`src/hdl/assert_macros.svh`:
```
// Assertion macros shared by the route table RTL.
`ifndef ASSERT_MACROS_SVH
`define ASSERT_MACROS_SVH

// Implication checked on every rising clk edge, muted during reset.
`define ASSERT_CLK(label, prop, msg) \
    label: assert property (@(posedge clk) disable iff (!rst_n) (prop)) \
        else $error(msg);

// Next-cycle implication checked on every rising clk edge, muted during reset.
`define ASSERT_NEXT(label, ante, cons, msg) \
    label: assert property (@(posedge clk) disable iff (!rst_n) (ante) |=> (cons)) \
        else $error(msg);

`endif

```
`src/hdl/dvrt_pkg.sv`:
```
// Types, sizes and codes for the distance-vector route table.
package dvrt_pkg;

    localparam int TABLE_ENTRIES = 16;
    localparam int IDX_W         = (TABLE_ENTRIES > 1) ? $clog2(TABLE_ENTRIES) : 1;
    localparam int CNT_W         = $clog2(TABLE_ENTRIES + 1);

    localparam int ADDR_W   = 32;
    localparam int METRIC_W = 8;
    localparam logic [METRIC_W-1:0] METRIC_MAX = '1;

    localparam logic FUNC_MERGE  = 1'b0;
    localparam logic FUNC_LOOKUP = 1'b1;

    typedef enum logic [2:0] {
        ST_UPDATED   = 3'd0,
        ST_INSERTED  = 3'd1,
        ST_UNCHANGED = 3'd2,
        ST_FULL      = 3'd3,
        ST_HIT       = 3'd4,
        ST_MISS      = 3'd5
    } status_t;

    // request payload, first field in the highest bits
    typedef struct packed {
        logic [ADDR_W-1:0]   lookup_addr;
        logic [METRIC_W-1:0] adv_metric;
        logic [ADDR_W-1:0]   sender_addr;
        logic [ADDR_W-1:0]   net_mask;
        logic [ADDR_W-1:0]   dest_addr;
    } req_t;

    // one stored route, also the result payload
    typedef struct packed {
        logic [METRIC_W-1:0] metric;
        logic [ADDR_W-1:0]   gateway;
        logic [ADDR_W-1:0]   mask;
        logic [ADDR_W-1:0]   dest;
    } entry_t;

    localparam int ENTRY_W = $bits(entry_t);

    typedef struct packed {
        status_t status;
        entry_t  route;
    } res_t;

    typedef struct packed {
        logic             rd_en;
        logic [IDX_W-1:0] rd_addr;
        logic             wr_en;
        logic [IDX_W-1:0] wr_addr;
        entry_t           wr_data;
    } ram_req_t;

endpackage

```
`src/hdl/dvrt_ram.sv`:
```
// Generic single-write, single-read RAM with registered read data.
module dvrt_ram #(
    parameter int WIDTH = 8,
    parameter int DEPTH = 16,
    parameter int AW    = (DEPTH > 1) ? $clog2(DEPTH) : 1
) (
    input  logic             clk,
    input  logic             wr_en,
    input  logic [AW-1:0]    wr_addr,
    input  logic [WIDTH-1:0] wr_data,
    input  logic             rd_en,
    input  logic [AW-1:0]    rd_addr,
    output logic [WIDTH-1:0] rd_data
);

    logic [WIDTH-1:0] mem [DEPTH];
    logic [WIDTH-1:0] rd_data_reg;

    always_ff @(posedge clk)
    begin
        if (wr_en)
        begin
            mem[wr_addr] <= wr_data;
        end
        if (rd_en)
        begin
            rd_data_reg <= mem[rd_addr];
        end
    end

    assign rd_data = rd_data_reg;

endmodule

```
`src/hdl/dvrt_ctrl.sv`:
```
// Scan sequencer: pipelined table walk, merge/lookup decision and write-back.
module dvrt_ctrl
    import dvrt_pkg::*;
(
    input  logic     clk,
    input  logic     rst_n,
    input  logic     in_vld,
    output logic     in_rdy,
    input  logic     in_func,
    input  req_t     in_req,
    output logic     res_vld,
    input  logic     res_rdy,
    output res_t     res,
    output ram_req_t ram_req,
    input  entry_t   rd_ent
);

    typedef enum logic [1:0] {
        S_IDLE,
        S_SCAN,
        S_EMIT
    } state_t;

    state_t              state_reg, state_next;
    logic [CNT_W-1:0]    cnt_reg, cnt_next;
    logic [CNT_W-1:0]    issue_idx_reg, issue_idx_next;
    logic                chk_vld_reg, chk_vld_next;
    logic [IDX_W-1:0]    chk_idx_reg, chk_idx_next;
    logic                func_reg, func_next;
    req_t                req_reg, req_next;
    res_t                res_reg, res_next;

    logic                more;
    logic                merge_hit;
    logic                look_hit;
    logic                hit;
    logic                scan_end;
    logic [METRIC_W-1:0] cand;

    assign more      = issue_idx_reg < cnt_reg;
    assign merge_hit = chk_vld_reg && (rd_ent.dest == req_reg.dest_addr)
                       && (rd_ent.mask == req_reg.net_mask);
    assign look_hit  = chk_vld_reg
                       && ((req_reg.lookup_addr & rd_ent.mask) == (rd_ent.dest & rd_ent.mask));
    assign hit       = (func_reg == FUNC_LOOKUP) ? look_hit : merge_hit;
    assign scan_end  = !chk_vld_reg && !more;
    assign cand      = (req_reg.adv_metric == METRIC_MAX) ? METRIC_MAX
                       : req_reg.adv_metric + METRIC_W'(1);

    always_comb
    begin
        state_next     = state_reg;
        cnt_next       = cnt_reg;
        issue_idx_next = issue_idx_reg;
        chk_vld_next   = 1'b0;
        chk_idx_next   = chk_idx_reg;
        func_next      = func_reg;
        req_next       = req_reg;
        res_next       = res_reg;
        ram_req        = '0;
        ram_req.wr_data.dest    = req_reg.dest_addr;
        ram_req.wr_data.mask    = req_reg.net_mask;
        ram_req.wr_data.gateway = req_reg.sender_addr;
        ram_req.wr_data.metric  = cand;
        ram_req.rd_addr         = issue_idx_reg[IDX_W-1:0];

        case (state_reg)
            S_IDLE:
            begin
                if (in_vld)
                begin
                    func_next      = in_func;
                    req_next       = in_req;
                    issue_idx_next = '0;
                    state_next     = S_SCAN;
                end
            end
            S_SCAN:
            begin
                if (hit)
                begin
                    res_next.route = '0;
                    if (func_reg == FUNC_LOOKUP)
                    begin
                        res_next.status = ST_HIT;
                        res_next.route  = rd_ent;
                    end
                    else if (cand < rd_ent.metric)
                    begin
                        res_next.status = ST_UPDATED;
                        ram_req.wr_en   = 1'b1;
                        ram_req.wr_addr = chk_idx_reg;
                    end
                    else
                    begin
                        res_next.status = ST_UNCHANGED;
                    end
                    state_next = S_EMIT;
                end
                else if (scan_end)
                begin
                    res_next.route = '0;
                    if (func_reg == FUNC_LOOKUP)
                    begin
                        res_next.status = ST_MISS;
                    end
                    else if (cnt_reg == CNT_W'(TABLE_ENTRIES))
                    begin
                        res_next.status = ST_FULL;
                    end
                    else
                    begin
                        res_next.status = ST_INSERTED;
                        ram_req.wr_en   = 1'b1;
                        ram_req.wr_addr = cnt_reg[IDX_W-1:0];
                        cnt_next        = cnt_reg + CNT_W'(1);
                    end
                    state_next = S_EMIT;
                end
                else if (more)
                begin
                    ram_req.rd_en  = 1'b1;
                    chk_vld_next   = 1'b1;
                    chk_idx_next   = issue_idx_reg[IDX_W-1:0];
                    issue_idx_next = issue_idx_reg + CNT_W'(1);
                end
            end
            S_EMIT:
            begin
                if (res_rdy)
                begin
                    state_next = S_IDLE;
                end
            end
            default:
            begin
                state_next = S_IDLE;
            end
        endcase
    end

    always_ff @(posedge clk or negedge rst_n)
    begin
        if (!rst_n)
        begin
            state_reg     <= S_IDLE;
            cnt_reg       <= '0;
            issue_idx_reg <= '0;
            chk_vld_reg   <= 1'b0;
            chk_idx_reg   <= '0;
            func_reg      <= FUNC_MERGE;
            req_reg       <= '0;
            res_reg       <= '0;
        end
        else
        begin
            state_reg     <= state_next;
            cnt_reg       <= cnt_next;
            issue_idx_reg <= issue_idx_next;
            chk_vld_reg   <= chk_vld_next;
            chk_idx_reg   <= chk_idx_next;
            func_reg      <= func_next;
            req_reg       <= req_next;
            res_reg       <= res_next;
        end
    end

    assign in_rdy  = (state_reg == S_IDLE);
    assign res_vld = (state_reg == S_EMIT);
    assign res     = res_reg;

endmodule

```
`src/hdl/distance_vector_route_table_top.sv`:
```
// Distance-vector route table: top level with route RAM and result register.
//
// Requests enter on s_axis_*: tuser is func (0 merge, 1 lookup), tdata carries
// dest_addr, net_mask, sender_addr, adv_metric and lookup_addr. Every request
// gives exactly one result on m_axis_*: tuser is the status code, tdata the
// matched route (dest, mask, gateway, metric), all zero unless a lookup hit.
// Routes live in a 16-entry RAM read one entry per cycle in table order.
// Without a match, the scan checks every stored route before the result is
// set; a match at entry i ends the scan early, before later entries are read.
// The walk is bound by the single RAM read port, one entry per cycle.
// Only one request is worked on at a time; s_axis_tready rises again once the
// result has moved to the output register, so the next request is taken while
// the previous result still waits for m_axis_tready.
// If the receiver stalls, the result holds and a second finished result waits
// inside the sequencer until the output register frees.
// Reset empties the table (route count zero) and drops any pending result;
// stale RAM contents are never read.
`include "assert_macros.svh"

module distance_vector_route_table_top
    import dvrt_pkg::*;
(
    input  logic         clk,
    input  logic         rst_n,
    input  logic         s_axis_tvalid,
    output logic         s_axis_tready,
    input  logic [135:0] s_axis_tdata,  // dest_addr, net_mask, sender_addr, adv_metric, lookup_addr
    input  logic         s_axis_tuser,  // func
    output logic         m_axis_tvalid,
    input  logic         m_axis_tready,
    output logic [103:0] m_axis_tdata,  // route_dest, route_mask, route_gateway, route_metric
    output logic [2:0]   m_axis_tuser   // status
);

    ram_req_t             ram_req;
    logic [ENTRY_W-1:0]   rd_data;
    logic                 res_vld;
    logic                 res_rdy;
    res_t                 res;
    logic                 out_vld_reg, out_vld_next;
    res_t                 out_reg;

    dvrt_ram #(
        .WIDTH (ENTRY_W),
        .DEPTH (TABLE_ENTRIES)
    ) u_ram (
        .clk     (clk),
        .wr_en   (ram_req.wr_en),
        .wr_addr (ram_req.wr_addr),
        .wr_data (ram_req.wr_data),
        .rd_en   (ram_req.rd_en),
        .rd_addr (ram_req.rd_addr),
        .rd_data (rd_data)
    );

    dvrt_ctrl u_ctrl (
        .clk     (clk),
        .rst_n   (rst_n),
        .in_vld  (s_axis_tvalid),
        .in_rdy  (s_axis_tready),
        .in_func (s_axis_tuser),
        .in_req  (req_t'(s_axis_tdata)),
        .res_vld (res_vld),
        .res_rdy (res_rdy),
        .res     (res),
        .ram_req (ram_req),
        .rd_ent  (entry_t'(rd_data))
    );

    assign res_rdy = !out_vld_reg || m_axis_tready;

    always_comb
    begin
        out_vld_next = out_vld_reg;
        if (res_vld && res_rdy)
        begin
            out_vld_next = 1'b1;
        end
        else if (m_axis_tready)
        begin
            out_vld_next = 1'b0;
        end
    end

    always_ff @(posedge clk or negedge rst_n)
    begin
        if (!rst_n)
        begin
            out_vld_reg <= 1'b0;
        end
        else
        begin
            out_vld_reg <= out_vld_next;
        end
    end

    always_ff @(posedge clk)
    begin
        if (res_vld && res_rdy)
        begin
            out_reg <= res;
        end
    end

    assign m_axis_tvalid = out_vld_reg;
    assign m_axis_tdata  = out_reg.route;
    assign m_axis_tuser  = out_reg.status;

    `ASSERT_NEXT(a_one_at_a_time, s_axis_tvalid && s_axis_tready, !s_axis_tready,
        "request accepted while another is in progress")
    `ASSERT_CLK(a_status_code, !m_axis_tvalid || (m_axis_tuser <= ST_MISS),
        "result carries an unknown status code")
    `ASSERT_CLK(a_zero_route, !m_axis_tvalid || (m_axis_tuser == ST_HIT)
        || (m_axis_tdata == '0), "route fields set on a result other than a hit")

endmodule
```
`config.mk`:
```
export PLATFORM = sky130hd
export DESIGN_NAME = distance_vector_route_table_top
export DESIGN_NICKNAME = d
export VERILOG_FILES = /design/src/hdl/dvrt_pkg.sv /design/src/hdl/dvrt_ram.sv /design/src/hdl/dvrt_ctrl.sv /design/src/hdl/distance_vector_route_table_top.sv
export VERILOG_INCLUDE_DIRS = /design/src /design/src/hdl
export SDC_FILE = /design/constraint.sdc
export NUM_CORES = 2
export LEC_CHECK = 0
export BUFFER_PORTS_ARGS = -buffer_cell sky130_fd_sc_hd__buf_2
export CAP_MARGIN = 40
export CELL_PAD_IN_SITES_DETAIL_PLACEMENT = 0
export CELL_PAD_IN_SITES_GLOBAL_PLACEMENT = 1
export CORE_MARGIN = 2
export CORE_UTILIZATION = 49
export DETAILED_ROUTE_END_ITERATION = 8
export PLACE_DENSITY_LB_ADDON = 0.3
export SETUP_SLACK_MARGIN = 0.3
export SYNTH_ARGS = -nofsm -noshare
export SYNTH_HDL_FRONTEND = slang
export SYNTH_SLANG_ARGS = --single-unit
```
`constraint.sdc`:
```
create_clock -name clk -period 9.9 [get_ports clk]
set_input_delay 1.485 -clock clk [delete_from_list [all_inputs] [get_ports clk]]
set_output_delay 1.485 -clock clk [all_outputs]
set_load 0.02 [all_outputs]
```
==> flow_metrics.env <==
export IMPL_ctsHoldBuffers=0
export IMPL_synth_edf_count=1875
export IMPL_clk_latency_ps=860
export IMPL_finalNonFillerCells=6690
export IMPL_antenna_left=0
export IMPL_dr_wl_met2_um=97170
export IMPL_min_path_type="flip-flop to flip-flop"
export IMPL_post_route_drc_count=0
export IMPL_netlist_instances=3941
export IMPL_clk_pin_slew_ps=60
export IMPL_ys_warn_count=0
export IMPL_synth_simple_area_share_pct=3.634
export IMPL_met1_length_um=86040
export IMPL_synth_top_family_by_area="multiplexers"
export IMPL_largest_reg_flops=1664
export IMPL_synth_seq_area_share_pct=77.72
export IMPL_max_freq_mhz=154.6
export IMPL_hold_viol=0
export IMPL_final_area_um2=92760
export IMPL_syn_mean_instance_area_um2=20.52
export IMPL_layout_nets=4467
export IMPL_wl_per_cell_um=30.46
export IMPL_synth_compound_area_share_pct=1.303
export IMPL_fin_crit_ps=6470
export IMPL_ys_types=52
export IMPL_met3WireLength_um=16000
export IMPL_drtIter0Drc=4982
export IMPL_overflow=0
export IMPL_io_buffers=249
export IMPL_vias_per_cell=5.995
export IMPL_placedCellCount=6288
export IMPL_rows=149
export IMPL_synth_xor_area_share_pct=0.9962
export IMPL_vdd_drop_max_v=0.0002851
export IMPL_finalCritPeriodShare_pct=65.35
export IMPL_grt_usage_pct=24.36
export IMPL_boundaryPins=250
export IMPL_clock_skew_ps=45.99
export IMPL_wl_um=203800
export IMPL_die_area_um2=168300
export IMPL_synth_area_um2=80880
export IMPL_core_area_um2=164400
export IMPL_synthFlopType="edfxtp_1"
export IMPL_ctsResizeCount=0
export IMPL_htree_num_levels=4
export IMPL_max_slew_margin_pct=29.00
export IMPL_fill_cells=12210
export IMPL_setup_viol_count_final=0
export IMPL_cap_violations=0
export IMPL_synth_mux_area_share_pct=14.62
export IMPL_routed_top_layer="met4"
export IMPL_startpoint_type="flip-flop"
export IMPL_start_util_pct=49.19
export IMPL_tightest_slew_ps=1065
export IMPL_tritoncts="yes"
export IMPL_rsz0062_at_grt="no"
export IMPL_synth_adder_area_share_pct=0.2320
export IMPL_power_total_w=0.02789
export IMPL_cts_setup_buffers=0
export IMPL_root_buffer="clkbuf_16"
export IMPL_crit_arrival_ps=6940
export IMPL_p_leak_nw=31.16
export IMPL_maxSlewViolCount=0
export IMPL_cts_inserted_buffers=210
export IMPL_status="complete, no violations"
export IMPL_cts_sinks=2137
export IMPL_crit_required_ps=10370
export IMPL_antenna_found_initial=7
export IMPL_critPathMaxFanout=29
export IMPL_power_density_nw_per_um2=300.7
export IMPL_placed_cell_area_um2=85590
export IMPL_grt_pass1_wl_um=293000
export IMPL_dr_pass1_iters=6
export IMPL_drive_above_1_share_pct=26.96
export IMPL_die_x_um=410.3
export IMPL_async_flop_share_pct=12.26
export IMPL_route_vias_total=40110
export IMPL_grt_pass1_vias=40230
export IMPL_gp_congestion=0.8761
export IMPL_synth_nets=4097
export IMPL_areaGrowthSynthToFinish_pct=14.68
export IMPL_clockBufferDepth=3
export IMPL_die_y_um=410.3
export IMPL_postLayoutCoreUtil_pct=56.41
export IMPL_worstSetupEndpointType="flip-flop"
export IMPL_path_class="flip-flop to flip-flop"
export IMPL_ys_ff_latch=2137
export IMPL_grt_max_degree=142
export IMPL_dp_hpwl_um=116200
## final timing paths
path / start / to / slack (ps) / depth (start not counted)
worst max-delay path: u_ctrl.req_reg[96]$_DFFE_PN0P_ / u_ram.mem[1][86]$_DFFE_PP_ / 3430 / 14
worst min-delay path: u_ctrl.res[24]$_DFFE_PN0P_ / m_axis_tdata[24]$_DFFE_PP_ / 440 / 0
worst max register to register: u_ctrl.req_reg[96]$_DFFE_PN0P_ / u_ram.mem[1][86]$_DFFE_PP_ / 3430 / 14
worst min register to register: u_ctrl.res[24]$_DFFE_PN0P_ / m_axis_tdata[24]$_DFFE_PP_ / 440 / 0
max in group asynchronous: rst_n / u_ctrl.issue_idx_reg[3]$_DFFE_PN0P_ / 7220 / 3
min in group asynchronous: rst_n / u_ctrl.ram_req[81]$_DFFE_PN0P_ / 570 / 1
## Yosys cell counts (all sizes together) (3+ instances only)
| cell type | number | area (um^2) |
|---|---|---|
| a2111oi | 6 | 52.55 |
| a21oi | 7 | 35.03 |
| a22oi | 27 | 202.7 |
| a31oi | 4 | 40.04 |
| and3 | 8 | 50.05 |
| buf | 50 | 212.7 |
| clkbuf | 135 | 506.7 |
| dfrtp | 262 | 6556 |
| edfxtp | 1875 | 56300 |
| ha | 15 | 187.7 |
| inv | 130 | 488.0 |
| mux2 | 6 | 67.56 |
| mux2i | 5 | 50.05 |
| mux4 | 520 | 11710 |
| nand2 | 430 | 1614 |
| nand2b | 10 | 62.56 |
| nand3 | 118 | 590.6 |
| nand4 | 20 | 125.1 |
| nor2 | 22 | 82.58 |
| nor2b | 24 | 150.1 |
| nor3 | 16 | 80.08 |
| nor4 | 18 | 112.6 |
| o21ai | 110 | 550.5 |
| or2 | 3 | 21.27 |
| or3 | 3 | 18.77 |
| xnor2 | 49 | 429.2 |
| xor2 | 43 | 376.6 |
## cell usage in the layout (no fill, tap or decap), types with 8 or more instances in the layout
master,netlist,final
inv_1,130,129
nor4_1,18,18
a22oi_1,27,27
nor2_4,0,8
nand2b_1,10,10
clkbuf_16,0,212
buf_4,2,59
nand2_1,430,429
nor2_1,22,14
clkbuf_8,0,24
edfxtp_1,1875,1875
bufinv_16,0,24
o21ai_0,101,101
nor3_1,16,8
nand3_1,118,118
mux4_2,520,520
buf_12,0,16
nor2b_1,24,22
clkbuf_1,135,67
xor2_1,43,43
buf_2,8,248
dfrtp_1,262,258
o21ai_1,9,9
buf_16,0,17
ha_1,15,15
xnor2_1,49,49
nand4_1,20,20
clkinv_2,0,36
clkinv_1,0,18
## layer usage
metal | global-route usage (%) | vias up
li1 | - | 16480
met1 | 36.39 | 21520
met2 | 37.88 | 1869
met3 | 3.877 | 245
met4 | 6.383 | 0
met5 | 0 | -
## critical path, cell delays in order, from the launching register on
cell,delay [ps]
dfrtp_1,410
ha_1,220
nand4_1,180
or2_2,390
nand2_1,460
ha_1,360
a211oi_1,290
o221ai_1,170
a21oi_1,470
nand2_1,260
nor3_1,500
a22oi_1,350
nor3_4,810
buf_4,640
buf_4,550
## power by group
group | switching (W) | internal (W) | leakage, nW | total, W
registers | 0.00171 | 0.0119 | 20.5 | 0.0136
clock network | 0.00340 | 0.00478 | 3.50 | 0.00818
logic | 0.00342 | 0.00267 | 7.17 | 0.00609
total | 0.00853 | 0.0194 | 31.2 | 0.0279
## through the flow
stage	hold WS [ps]	setup WS [ps]	setup TNS, ps
floorplan	417.8	-767.8	-319150
global placement	428.0	3399	0
detailed placement	429.7	3359	0
CTS	443.7	3343	0
global route	451.4	2999	0
finish	437.3	3430	0
## cell families after synthesis
logic type / after synthesis
AO/OA/AOI/OAI: 175
XOR/XNOR: 92
adder cells (fa/ha/maj): 15
buffers and inverters: 315
flip-flops: 2137
multiplexers: 531
AND/OR/NAND/NOR: 676
## layout make-up
class	count	area [um^2]	share of cell area, %
sequential	2137	62880	67.78
clock buffer	303	5887	6.346
clock inverter	98	1275	1.374
inverter	130	493.0	0.5315
timing repair buffer	343	2517	2.714
antenna	1	2.502	0.002698
tap	2189	2739	2.953
multi-input combinational	1489	16970	18.29
No activity file was read; power rests on OpenSTA's default activity.
